===== src/design/cht_ram.sv =====
`timescale 1ns / 1ps
`default_nettype none
module cht_ram #(
    parameter int WIDTH = 8,
    parameter int DEPTH = 16
) (
    input  wire logic                     i_clk,
    input  wire logic                     i_we,
    input  wire logic [$clog2(DEPTH)-1:0] i_waddr,
    input  wire logic [WIDTH-1:0]         i_wdata,
    input  wire logic [$clog2(DEPTH)-1:0] i_raddr,
    output logic      [WIDTH-1:0]         o_rdata
);
    logic [WIDTH-1:0] r_mem [DEPTH];

    always_ff @(posedge i_clk) begin
        if (i_we) begin
            r_mem[i_waddr] <= i_wdata;
        end
        o_rdata <= r_mem[i_raddr];
    end
endmodule
`default_nettype wire


===== config.mk =====
export PLATFORM = sky130hd
export DESIGN_NAME = cht_ram
export DESIGN_NICKNAME = d
export VERILOG_FILES = /design/src/design/cht_ram.sv
export SDC_FILE = /design/constraint.sdc
export NUM_CORES = 1
export LEC_CHECK = 0
export ABC_AREA = 1
export BUFFER_PORTS_ARGS = -buffer_cell sky130_fd_sc_hd__clkbuf_2
export CAP_MARGIN = 10
export CORE_MARGIN = 2
export CORE_UTILIZATION = 35
export DETAILED_ROUTE_END_ITERATION = 6
export PLACE_DENSITY = 0.55
export SYNTH_ARGS = -nofsm -noshare
export SYNTH_HDL_FRONTEND = slang
export SYNTH_SLANG_ARGS = --single-unit
export TNS_END_PERCENT = 50

===== constraint.sdc =====
create_clock -name i_clk -period 1.3 [get_ports i_clk]
set_input_delay 0.26 -clock i_clk [delete_from_list [all_inputs] [get_ports i_clk]]
set_output_delay 0.26 -clock i_clk [all_outputs]
set_load 0.02 [all_outputs]

==> results.ini <==
[critical_path]
required_ns = 1.04
critPathKind = reg -> out
cp_max_fo = 1
path_depth = 1
crit_family = flip-flops
cpPeakStageDelay_ns = 0.36
endpoint_kind = primary output
path_buf_inv = 1
critPathSlowestCell = dfxtp_1
worst-r2r-cell-count = 6
arrival_ns = 0.96
crit_chain = clkbuf_2
startpoint_type = register

[pwr]
vdd_drop_max_mv = 0.9890
powerDensity_nw_per_um2 = 1443
p_int_mw = 7.591
p_switching_mw = 2.160
clock_power_share_pct = 42.7
power_frac_comb_pct = 6.7
power_leakage_nw = 2.936
sw_frac_of_total_pct = 22.15
power_frac_seq_pct = 50.6

[floorplanning]
io-pin-count = 26
dieArea_um2 = 17520
start_util_pct = 36.04
dieHeight_um = 132.4
rows = 46
core_area_um2 = 16000
die_w_um = 132.4

[place]
placed_area_um2 = 6241
dpl_worst_slack_ns = -0.08897
port_buffers = 25
dp.cells = 794
hpwl_mm = 8.345
place.gp.congestion = 0.8416

[timing]
hold_viol = 0
min_period_over_period_pct = 94.17
layout_setup_ws_ns = 0.07578
slew_headroom_pct = 70.84
fmax_mhz = 816.8
finalCriticalPeriod_ns = 1.224
slew_viol_final = 0
grt_setup_unrepaired = no
finalSetupViolCount = 0
finalClockSkew_ns = 0.003724
worstMarginPinSlew_ns = 0.4373

[logic_synthesis]
yosysUniqueCellTypes = 12
synth_nets = 569
avgSynthCellArea_um2 = 10.47
syn-cell-area_um2 = 5767
seq_area_frac_synth_pct = 69.43
ys_warn_count = 0
netlist_instances = 551
ys_ff_latch = 136

[layout]
fin_area_um2 = 6758
diodes = 0
mostFrequentLayoutCell = nand2_1
layout_common_cells = 173 x nand2_1, 128 x edfxtp_1, 100 x inv_1
nNetsFinal = 615
stdcell_count = 826
drive_gt1_share_pct = 13.44
area_delta_synth_final_pct = 17.18

[flow_run]
drv_cap = 0

[cts]
cts_tree = done
h-tree-depth = 4
clock-sinks = 136
cts_root_buffer = clkbuf_16
path_clk_slew_ns = 0.06
post_cts_resized = 0
cts_buffer_depth = 2
clk_latency_ns = 0.42
ctsHoldBuffers = 0
cts_setup_buffers = 0
cts_buffers = 17

[global_route]
grt_pass1_wl_mm = 20.53
grt_max_degree = 65
grt_usage_pct = 16.00
grt_overflow = 0
grt_pass1_vias = 3720
grt_antenna_before_repair = 0

[detailed_routing]
drc = 0
viasPerCell = 4.576
first_iter_violations = 408
ant_nets = 0
wl_per_cell_um = 16.03
dr_total_vias = 3780
dr.pass1.iters = 4
drt_wl_total_mm = 13.24

[status]
outcome = completed

[hold_path]
min_path_cells = 3
hp-class = in -> reg

==> power groups by stage <==
stage / Combinational [mW] / Clock (mW) / Sequential (mW)
floorplan: 0.346 / 0 / 5.05
global placement: 0.653 / 0 / 5.03
detailed placement: 0.661 / 0 / 5.03
CTS: 0.663 / 4.23 / 4.94
global route: 0.728 / 4.44 / 4.94
finish: 0.651 / 4.16 / 4.94
==> worst reg2reg max path: stages, from the launching register on <==
cell and delay [ns]:
edfxtp_1 0.35, inv_1 0.06, nand2_1 0.04, nand3_1 0.11, nand3_1 0.14, nand3_1 0.17, nand2_1 0.08
==> cells by family after synthesis <==
family | Yosys count | share of synthesized area [%]
AND/OR/NAND/NOR | 289 | 21.05
flip-flops | 136 | 69.43
buffers and inverters | 126 | 9.525
==> flip-flops by register name, indices dropped and copies added (netlist names) <==
register,flops
r_mem,128
o_rdata,8
==> final cells by class <==
class,instances,area [µm²]
Clock buffer,21,460.4
Clock inverter,11,56.30
Fill cell,1535,9243
Inverter,102,382.9
Multi-Input combinational cell,289,1214
Sequential cell,136,4004
Tap cell,216,270.3
Timing Repair Buffer,51,370.4
==> final timing paths <==
kind           startpoint         end  slack (ns)
max            o_rdata[7]  o_rdata[7]        0.08
min            i_raddr[3]  o_rdata[4]        0.15
max reg2reg   r_mem[5][0]  o_rdata[0]        0.25
min reg2reg  r_mem[15][4]  o_rdata[4]        0.66
==> metrics by stage <==
stage               setup TNS [ns]  hold slack, ns  total power, mW  utilization, %
finish                           0          0.1515            9.751           42.23
global route                     0          0.1678            10.11           42.23
CTS                              0          0.1303            9.828           42.23
detailed placement         -0.3852          0.5721            5.689           39.01
global placement           -0.3096          0.5901            5.680           39.01
floorplan                        0          0.3589            5.398               -
==> routing by layer <==
metal  vias to the layer above  global-route usage (%)  part of all wire (%)
met4                         0                   7.527                   2.3
met2                        88                   26.51                    49
li1                       1862                       -                     -
met1                      1812                   20.37                    45
met3                        18                   2.884                   4.0
met5                         -                       0                     0
==> synthesized netlist by cell type <==
library cell | count | area (µm²)
nand2_1 | 173 | 649.4
edfxtp_1 | 128 | 3844
inv_1 | 100 | 375.4
nand3_1 | 97 | 485.5
nor2_1 | 17 | 63.81
buf_2 | 13 | 65.06
dfxtp_1 | 8 | 160.2
buf_6 | 6 | 67.56
buf_4 | 4 | 30.03
inv_2 | 2 | 7.510
nand3b_1 | 2 | 15.01
buf_1 | 1 | 3.750
(Power assumes the default switching activity.)
